## config.mk

```make
export PLATFORM = sky130hd
export DESIGN_NAME = sliding_window_sender_top
export DESIGN_NICKNAME = d
export VERILOG_FILES = /design/src/hw/rtl/swsnd_pkg.sv /design/src/hw/rtl/sliding_window_sender_top.sv /design/src/hw/rtl/swsnd_store.sv /design/src/hw/rtl/swsnd_ctrl.sv
export VERILOG_INCLUDE_DIRS = /design/src /design/src/hw/rtl
export SDC_FILE = /design/constraint.sdc
export NUM_CORES = 1
export LEC_CHECK = 0
export BUFFER_PORTS_ARGS = -buffer_cell sky130_fd_sc_hd__buf_2
export CAP_MARGIN = 20
export CORE_MARGIN = 4
export CORE_UTILIZATION = 59
export CTS_CLUSTER_SIZE = 10
export DETAILED_ROUTE_END_ITERATION = 10
export GPL_ROUTABILITY_DRIVEN = 1
export GPL_TIMING_DRIVEN = 0
export PLACE_DENSITY = 0.89
export SYNTH_ARGS = -nofsm -noshare
export SYNTH_HDL_FRONTEND = slang
export SYNTH_HIERARCHICAL = 1
export SYNTH_SLANG_ARGS = --single-unit
```

## constraint.sdc

```tcl
create_clock -name clk -period 6.7 [get_ports clk]
set_input_delay 2.01 -clock clk [delete_from_list [all_inputs] [get_ports clk]]
set_output_delay 2.01 -clock clk [all_outputs]
set_load 0.1 [all_outputs]
```

## src/hw/rtl/sliding_window_sender_top_defines.svh

```systemverilog
// Assertion macros for the sliding window sender.
// Included by sliding_window_sender_top.sv; depends on nothing else.
`ifndef SLIDING_WINDOW_SENDER_TOP_DEFINES_SVH
`define SLIDING_WINDOW_SENDER_TOP_DEFINES_SVH
`ifndef SYNTHESIS
`define SWS_ASSERT(lbl, clk, rst, prop) \
  lbl: assert property (@(posedge clk) disable iff (rst) prop) \
    else $error("sliding window sender assertion failed");
`define SWS_NEVER(lbl, clk, rst, expr) `SWS_ASSERT(lbl, clk, rst, !(expr))
`else
`define SWS_ASSERT(lbl, clk, rst, prop)
`define SWS_NEVER(lbl, clk, rst, expr)
`endif
`endif

```

## src/hw/rtl/swsnd_pkg.sv

```systemverilog
// Types and constants shared by the sliding window sender modules.
// No dependencies.
package swsnd_pkg;

  localparam int SEQ_SPACE = 8;
  localparam int SEQ_W     = 3;
  localparam int PAY_W     = 32;
  localparam int DUP_W     = 2;
  localparam logic [DUP_W-1:0] DUP_LIMIT = 2'd3;

  typedef logic [SEQ_W-1:0] seq_t;
  typedef logic [PAY_W-1:0] pay_t;

  typedef enum logic [1:0] {
    ACT_SEND    = 2'd0,
    ACT_ACK     = 2'd1,
    ACT_TIMEOUT = 2'd2
  } action_t;

  typedef struct packed {
    action_t    action;
    pay_t       payload;
    seq_t       ack_seq;
    logic       ack_intact;
  } in_item_t;

  typedef struct packed {
    logic       send_accepted;
    logic       tx_valid;
    seq_t       tx_seq;
    pay_t       tx_payload;
    logic       timer_stop;
    seq_t       stop_seq;
    logic       timer_start;
    seq_t       start_seq;
    logic       window_full;
  } out_item_t;

  typedef struct packed {
    logic       we;
    seq_t       addr;
    pay_t       data;
  } store_wr_t;

  typedef struct packed {
    logic       full;
    logic       empty;
  } win_status_t;

endpackage

```

## src/hw/rtl/sliding_window_sender_top.sv

```systemverilog
// Sliding window sender, top level: input register, window control, packet
// store and result register. Depends on swsnd_pkg, swsnd_ctrl, swsnd_store
// and the assertion macros in sliding_window_sender_top_defines.svh.
//
// Usage:
//   - in channel (in_valid/in_ready/in_data) carries one event per transfer:
//     a send request, an ack arrival (with its upstream checksum verdict) or
//     a retransmit timer expiry.
//   - out channel (out_valid/out_ready/out_data) returns exactly one result
//     per event: send acceptance, packet to transmit, timer stop/start
//     commands and the window-full flag after the event.
//   - Path: each event is held in the input register, and its result in the
//     result register.
//   - Throughput: one event per cycle while out_ready holds; the only work per
//     event is a few sequence compares and one registered read of the 8-entry
//     packet store, addressed ahead at the base the next event will see.
//   - Reset (rst, synchronous): empties the window, clears the full flag and
//     the duplicate-ack count; store contents are left as they are.
//   - Receiver stall: the result register holds; the input register still
//     takes one more event, after which in_ready drops until out_ready.
`include "sliding_window_sender_top_defines.svh"

module sliding_window_sender_top #(
  parameter int WIN_PKTS = 4
) (
  input  logic                  clk,
  input  logic                  rst,
  input  logic                  in_valid,
  output logic                  in_ready,
  input  swsnd_pkg::in_item_t   in_data,
  output logic                  out_valid,
  input  logic                  out_ready,
  output swsnd_pkg::out_item_t  out_data
);

  // Input register stage.
  logic                   s1_valid;
  swsnd_pkg::in_item_t    s1_item;
  logic                   s1_fire;

  swsnd_pkg::pay_t        rd_data;
  swsnd_pkg::seq_t        rd_addr;
  swsnd_pkg::store_wr_t   wr;
  swsnd_pkg::out_item_t   result;
  swsnd_pkg::win_status_t status;

  // Process the held event whenever the result register is free or draining.
  assign s1_fire  = s1_valid && (!out_valid || out_ready);
  assign in_ready = !s1_valid || s1_fire;

  always_ff @(posedge clk) begin
    if (rst) begin
      s1_valid <= 1'b0;
    end else if (in_ready) begin
      s1_valid <= in_valid;
    end
  end

  // Payload register: capture on every transfer, no reset needed.
  always_ff @(posedge clk) begin
    if (in_valid && in_ready) begin
      s1_item <= in_data;
    end
  end

  swsnd_ctrl #(
    .WIN_PKTS (WIN_PKTS)
  ) u_ctrl (
    .clk     (clk),
    .rst     (rst),
    .step    (s1_fire),
    .item    (s1_item),
    .rd_data (rd_data),
    .rd_addr (rd_addr),
    .wr      (wr),
    .result  (result),
    .status  (status)
  );

  swsnd_store #(
    .WIDTH (swsnd_pkg::PAY_W),
    .DEPTH (swsnd_pkg::SEQ_SPACE)
  ) u_store (
    .clk   (clk),
    .we    (wr.we),
    .waddr (wr.addr),
    .wdata (wr.data),
    .raddr (rd_addr),
    .rdata (rd_data)
  );

  // Result register: load on process, drop on transfer out.
  always_ff @(posedge clk) begin
    if (rst) begin
      out_valid <= 1'b0;
    end else if (s1_fire) begin
      out_valid <= 1'b1;
    end else if (out_ready) begin
      out_valid <= 1'b0;
    end
  end

  always_ff @(posedge clk) begin
    if (s1_fire) begin
      out_data <= result;
    end
  end

  // Input side stalls only behind a held event and a stalled result.
  `SWS_NEVER(a_ready_only_on_stall, clk, rst,
             !in_ready && !(s1_valid && out_valid && !out_ready))
  // A processed event always shows up in the result register.
  `SWS_ASSERT(a_fire_fills_output, clk, rst, s1_fire |=> out_valid)
  // A send that finds the window full is refused.
  `SWS_ASSERT(a_full_refuses_send, clk, rst,
              (s1_fire && status.full && (s1_item.action == swsnd_pkg::ACT_SEND))
              |=> (out_valid && !out_data.send_accepted && out_data.window_full))
  // A timeout on an empty window transmits nothing.
  `SWS_ASSERT(a_empty_timeout_silent, clk, rst,
              (s1_fire && status.empty && (s1_item.action == swsnd_pkg::ACT_TIMEOUT))
              |=> !out_data.tx_valid)

endmodule

```

## src/hw/rtl/swsnd_store.sv

```systemverilog
// Generic RAM: one write port and one registered, write-first read port.
// Holds the packet store of the sliding window sender; no dependencies.
module swsnd_store #(
  parameter int WIDTH = 32,
  parameter int DEPTH = 8
) (
  input  logic                     clk,
  input  logic                     we,
  input  logic [$clog2(DEPTH)-1:0] waddr,
  input  logic [WIDTH-1:0]         wdata,
  input  logic [$clog2(DEPTH)-1:0] raddr,
  output logic [WIDTH-1:0]         rdata
);

  logic [WIDTH-1:0] mem [DEPTH];

  always_ff @(posedge clk) begin
    if (we) begin
      mem[waddr] <= wdata;
    end
    // Return the new word when the read hits the address being written.
    if (we && (waddr == raddr)) begin
      rdata <= wdata;
    end else begin
      rdata <= mem[raddr];
    end
  end

endmodule

```

## src/hw/rtl/swsnd_ctrl.sv

```systemverilog
// Window control: base/next/full/duplicate state and per-event result.
// Depends on swsnd_pkg; reads the packet store (registered read) through rd_addr/rd_data.
module swsnd_ctrl #(
  parameter int WIN_PKTS = 4
) (
  input  logic                    clk,
  input  logic                    rst,
  input  logic                    step,
  input  swsnd_pkg::in_item_t     item,
  input  swsnd_pkg::pay_t         rd_data,
  output swsnd_pkg::seq_t         rd_addr,
  output swsnd_pkg::store_wr_t    wr,
  output swsnd_pkg::out_item_t    result,
  output swsnd_pkg::win_status_t  status
);

  localparam int SEQ_W = swsnd_pkg::SEQ_W;
  localparam int CW    = $clog2(swsnd_pkg::SEQ_SPACE + WIN_PKTS) + 2;

  swsnd_pkg::seq_t              base_seq, base_seq_next;
  swsnd_pkg::seq_t              next_seq, next_seq_next;
  logic                         full_flag, full_flag_next;
  logic [swsnd_pkg::DUP_W-1:0]  dup_count, dup_count_next, dup_inc;

  swsnd_pkg::seq_t              n_now, n_after_send, n_after_ack, ack_plus, next_plus;
  logic signed [CW-1:0]         win_s, ack_s, base_s, d_s, low_s;
  logic signed [CW-1:0]         n_now_s, n_send_s, n_ack_s;
  logic                         in_window, is_dup;

  assign win_s    = CW'(WIN_PKTS);
  assign ack_s    = $signed({{(CW-SEQ_W){1'b0}}, item.ack_seq});
  assign base_s   = $signed({{(CW-SEQ_W){1'b0}}, base_seq});
  assign d_s      = ack_s - base_s;
  assign low_s    = base_s - win_s;

  // Outstanding counts wrap with the sequence space.
  assign next_plus    = next_seq + SEQ_W'(1);
  assign ack_plus     = item.ack_seq + SEQ_W'(1);
  assign n_now        = next_seq - base_seq;
  assign n_after_send = next_plus - base_seq;
  assign n_after_ack  = next_seq - ack_plus;
  assign n_now_s      = $signed({{(CW-SEQ_W){1'b0}}, n_now});
  assign n_send_s     = $signed({{(CW-SEQ_W){1'b0}}, n_after_send});
  assign n_ack_s      = $signed({{(CW-SEQ_W){1'b0}}, n_after_ack});

  assign in_window = (!d_s[CW-1] && (d_s < win_s)) || (ack_s < low_s);
  assign is_dup    = (low_s < ack_s) && (ack_s < base_s);
  assign dup_inc   = dup_count + swsnd_pkg::DUP_W'(1);

  // Read ahead: address the base that the next event will see.
  assign rd_addr = step ? base_seq_next : base_seq;

  always_comb begin
    base_seq_next  = base_seq;
    next_seq_next  = next_seq;
    full_flag_next = full_flag;
    dup_count_next = dup_count;
    wr             = '0;
    result         = '0;
    case (item.action)
      swsnd_pkg::ACT_SEND: begin
        if (!full_flag) begin
          if (n_now_s >= win_s) begin
            full_flag_next = 1'b1;
          end else begin
            wr.we                = 1'b1;
            wr.addr              = next_seq;
            wr.data              = item.payload;
            result.send_accepted = 1'b1;
            result.tx_valid      = 1'b1;
            result.tx_seq        = next_seq;
            result.tx_payload    = item.payload;
            if (next_seq == base_seq) begin
              result.timer_start = 1'b1;
              result.start_seq   = next_seq;
            end
            next_seq_next = next_plus;
            if (n_send_s >= win_s) begin
              full_flag_next = 1'b1;
            end
          end
        end
      end
      swsnd_pkg::ACT_ACK: begin
        if (item.ack_intact) begin
          if (in_window) begin
            result.timer_stop = 1'b1;
            result.stop_seq   = base_seq;
            base_seq_next     = ack_plus;
            if (n_ack_s < win_s) begin
              full_flag_next = 1'b0;
            end
            if (n_after_ack != '0) begin
              result.timer_start = 1'b1;
              result.start_seq   = ack_plus;
            end
          end else if (is_dup) begin
            dup_count_next = dup_inc;
            if (dup_inc == swsnd_pkg::DUP_LIMIT) begin
              dup_count_next = '0;
              if (next_seq != base_seq) begin
                result.tx_valid   = 1'b1;
                result.tx_seq     = base_seq;
                result.tx_payload = rd_data;
              end
            end
          end
        end
      end
      swsnd_pkg::ACT_TIMEOUT: begin
        if (next_seq != base_seq) begin
          dup_count_next     = '0;
          result.timer_stop  = 1'b1;
          result.stop_seq    = base_seq;
          result.timer_start = 1'b1;
          result.start_seq   = base_seq;
          result.tx_valid    = 1'b1;
          result.tx_seq      = base_seq;
          result.tx_payload  = rd_data;
        end
      end
      default: begin
      end
    endcase
    result.window_full = full_flag_next;
    wr.we              = wr.we & step;
  end

  always_ff @(posedge clk) begin
    if (rst) begin
      base_seq  <= '0;
      next_seq  <= '0;
      full_flag <= 1'b0;
      dup_count <= '0;
    end else if (step) begin
      base_seq  <= base_seq_next;
      next_seq  <= next_seq_next;
      full_flag <= full_flag_next;
      dup_count <= dup_count_next;
    end
  end

  assign status.full  = full_flag;
  assign status.empty = (next_seq == base_seq);

endmodule
```

# Word level (Yosys, flattened, before mapping)
# Memory sizes are Yosys's and may differ from the RTL's. A register that Yosys moved wholly into a read port is not among the register bits.
# Index checks and enable logic that the tools add are counted.
# word_totals
regBits	95
latchBits	0
ramBits	256
rom_bits	0
in_bits	42
out_inout_bits	48
memories	1
# classes
add_sub_neg	8
mul	0
div_mod_pow	0
n_lt_le_gt_ge	7
eq_ne	9
shifts	0
muxes	40
bitwise	4
reduce_logical	17
# memory_table
name	words	width	read_ports	rd_ports_with_merged_regs	wr	line_no	text
u_store.mem	8	32	1	1	1	swsnd_store.sv:15	logic [WIDTH-1:0] mem [DEPTH];
# op_table
cell	count
2-to-1 mux 36 bit	8
case mux 36 bit (3 select lines)	1
2-to-1 mux 44 bit	2
2-to-1 mux 37 bit	1
2-to-1 mux 4 bit	4
2-to-1 mux 3 bit	4
case mux 4 bit (3 select lines)	1
2-to-1 mux 1 bit	10
2-to-1 mux 2 bit	5
subtractor 3 bit	3
2-to-1 mux 8 bit	1
case mux 4 bit (2 select lines)	1
adder 3 x 1 -> 3 bit (second input constant)	2
>= comparator 3 bit (second input constant)	2
less-than comparator 4 x 6 -> 1 bit	1
less-than comparator 6 x 4 -> 1 bit	1
less-than comparator 6 x 4 -> 1 bit (second input constant)	1
AND reduction 6 bit	1
equality test 2 bit (second input constant)	2
logical AND 1 bit	4
inequality test 2 x 1 -> 1 bit (second input constant)	2
inequality test 2 bit (second input constant)	2
case mux 2 bit (2 select lines)	1
AND reduction 4 bit	1
17 further kinds	24

# Longest topological paths before layout
# logic_depth
ltp_word	8
mapped_depth	10
mapped_depth_nobuf	9

# Hierarchy
# The synthesis kept the hierarchy.
# modules_own_cells
module	n_inst	cells_each	area_each_um2	seq_area_each_um2
swsnd_store	1	386	9885.7	7747.4
sliding_window_sender_top	1	94	2626.3	2562.5
swsnd_ctrl	1	296	1866.8	180.2

# Worst setup path after synthesis
# No wires, ideal clock.
# synth_timing
path_type	in2reg
start	in out_ready
end	mem u_store.mem[0][0] (enable)
setup_ps	461
arrival_ps	5601
path_slack_ps	638
stages	6
path_buffers	0
cell_sequence	nand2b_1 > and2_2 > o211ai_1 > inv_1 > nand2b_1 > nor3_1
# synth_rtl
item	line_no	text
start, declared	sliding_window_sender_top.sv:32	input logic out_ready,
end, declared	swsnd_store.sv:15	

# Final worst setup path
# layout_timing
start	in out_ready
end	out in_ready
# layout_between
elab_chain_len	3
# layout_rtl
item	line_no	text
logical OR 1 bit	sliding_window_sender_top.sv:48	assign s1_fire = s1_valid && (!out_valid || out_ready);
logical AND 1 bit	sliding_window_sender_top.sv:48	
logical OR 1 bit	sliding_window_sender_top.sv:49	assign in_ready = !s1_valid || s1_fire;
end, declared	sliding_window_sender_top.sv:29	output logic in_ready,
# Every way passes these cells.

==> run metrics <==
FP Rows=56; Hold WS=0.497 ns; Die X=164 um; power per standard cell area=281 nW/um2; post-synthesis net count=837; most frequent cells in the layout=edfxtp_1 (340), buf_2 (99), inv_1 (52), nand2_1 (42), clkbuf_16 (41); post-DR wirelength/cell=25.9 um; period utilization=69.6%; share of post-route cells with drive strength above 1=26.2%; GP Congestion=0.809; total CTS buffers=41; dpl cells=1197; crit path from=out_ready; clk sinks=354; Slew headroom=35.5%; diode count=0; Post-CTS Setup Repair Bufs=0; Total Wirelength=32500 um; All-Layer GR Usage=24.8%; maxcap violations=0; Max Fanout on Critical Path=3; clock skew=0.0225 ns; number of global-route vias before repair=8086; Avg Cell Area, Syn=18.5 um2; # DRC=0; Slew Limit Fails=0; switch share=22.2%; Initial Util=60.7%; I/O pin count=90; CP required=4.69 ns; Syn Inst Count=775; first-pass GRT wire length=48800 um; clock share of power=41.4%; Synth Cell Area=14400 um2; Reg clk slew, reported paths=0.06 ns; 1st-pass router iterations=6; DP Wirelength=20100 um; overall die height=164 um; worst vdd ir=0.000253 V; Clock Latency Late Sink=0.55 ns; Final nets=983; PortBufs=89; CTS resizes=0; TritonCTS clock tree=built; Die Area=26900 um2; Int Pwr=3640 uW; min-delay worst type=reg -> reg; Antenna Violating Nets Remaining=0; Vias/cell=6.26; largest net degree at the start of global routing=39; critical path class=in -> out; most common cell after layout, fill and taps aside=edfxtp_1; Fin. Hold Viols=0; crit start category=input pin; Fillers=1395; hold_buf cts=0; critical register-to-register path startpoint=u_ctrl/base_seq[1]; CP Capture Type=output port; RSZ-0062 raised after global routing=false; post-route insts no fill=1255; Fmax=0.214 GHz; design area=16600 um2; hold_sp=s1_valid; minimum clock period=4.66 ns; # setup viols final=0; Leak=0.00604 uW; Placed Area=15500 um2; Worst Tran Pin Value=0.968 ns; CTS root buffer=clkbuf_16; critical path arrival=2.65 ns; Combinational Power Share=5.8%; sw power=1040 uW; outcome=completed; total number of vias=7852; H-Tree Depth=2; initial drt markers=866; initial antenna violation count=0; Area Overhead vs Synth=15.9%; maximum buffer depth of the clock tree=3; synth warn=6; Congestion Overflow GR=0; Flop pwr share=52.8%; Core ar.=23700 um2
## power groups by stage
| stage | combinational (uW) | sequential (uW) | clock, uW |
|---|---|---|---|
| finish | 274 | 2470 | 1940 |
| global route | 290 | 2470 | 2070 |
| CTS | 273 | 2470 | 1970 |
| detailed placement | 269 | 2520 | 0 |
| global placement | 256 | 2520 | 0 |
| floorplan | 101 | 2600 | 0 |
## per-layer routing
metal / track usage [%] / wire length, um
met1: 32.5 / 12100
met2: 40.2 / 16000
met3: 6.40 / 3190
met4: 10.1 / 1230
met5: 0 / 0
## registers in the layout, indices dropped and copies added, names as in the netlist, named ones only
name              flops
s1_item              38
out_valid             1
out_data             46
u_ctrl/next_seq       3
u_ctrl/full_flag      1
u_ctrl/base_seq       3
u_ctrl/dup_count      2
s1_valid              1
u_store/mem         256
## path summary, 6_finish.rpt
kind | to | slack [ns] | cells past startpoint
hold reg to reg | out_valid | 0.50 | 2
hold / removal | out_valid | 0.50 | 2
setup reg to reg | u_store/mem[0][28] | 3.08 | 12
setup / recovery | in_ready | 2.04 | 3
## stage by stage
step / setup WS (ns) / utilization [%] / TNS (ns) / total power (uW)
after floorplan: 0.638 / - / 0 / 2710
after global placement: -1.93 / 64.2 / -169.33 / 2770
after detailed placement: 1.85 / 65.5 / 0 / 2780
after CTS: 2.03 / 70.3 / 0 / 4710
after global routing: 2.01 / 70.3 / 0 / 4840
final: 2.04 / 70.3 / 0 / 4680
## worst max-delay path, stage by stage
cell,delay [ns]
buf_2,0.09
nand3b_4,0.13
buf_2,0.43
## area by class of cell
| type | instances | area (um2) | share of cell area [%] |
|---|---|---|---|
| multi-input combinational | 332 | 3520 | 21.2 |
| tap | 319 | 399 | 2.40 |
| clock buffer | 54 | 1070 | 6.46 |
| sequential | 354 | 10500 | 63.0 |
| timing repair buffer | 103 | 676 | 4.06 |
| buffer | 36 | 215 | 1.29 |
| inverter | 53 | 199 | 1.19 |
| clock inverter | 4 | 73.8 | 0.443 |
(Power assumes the default switching activity.)
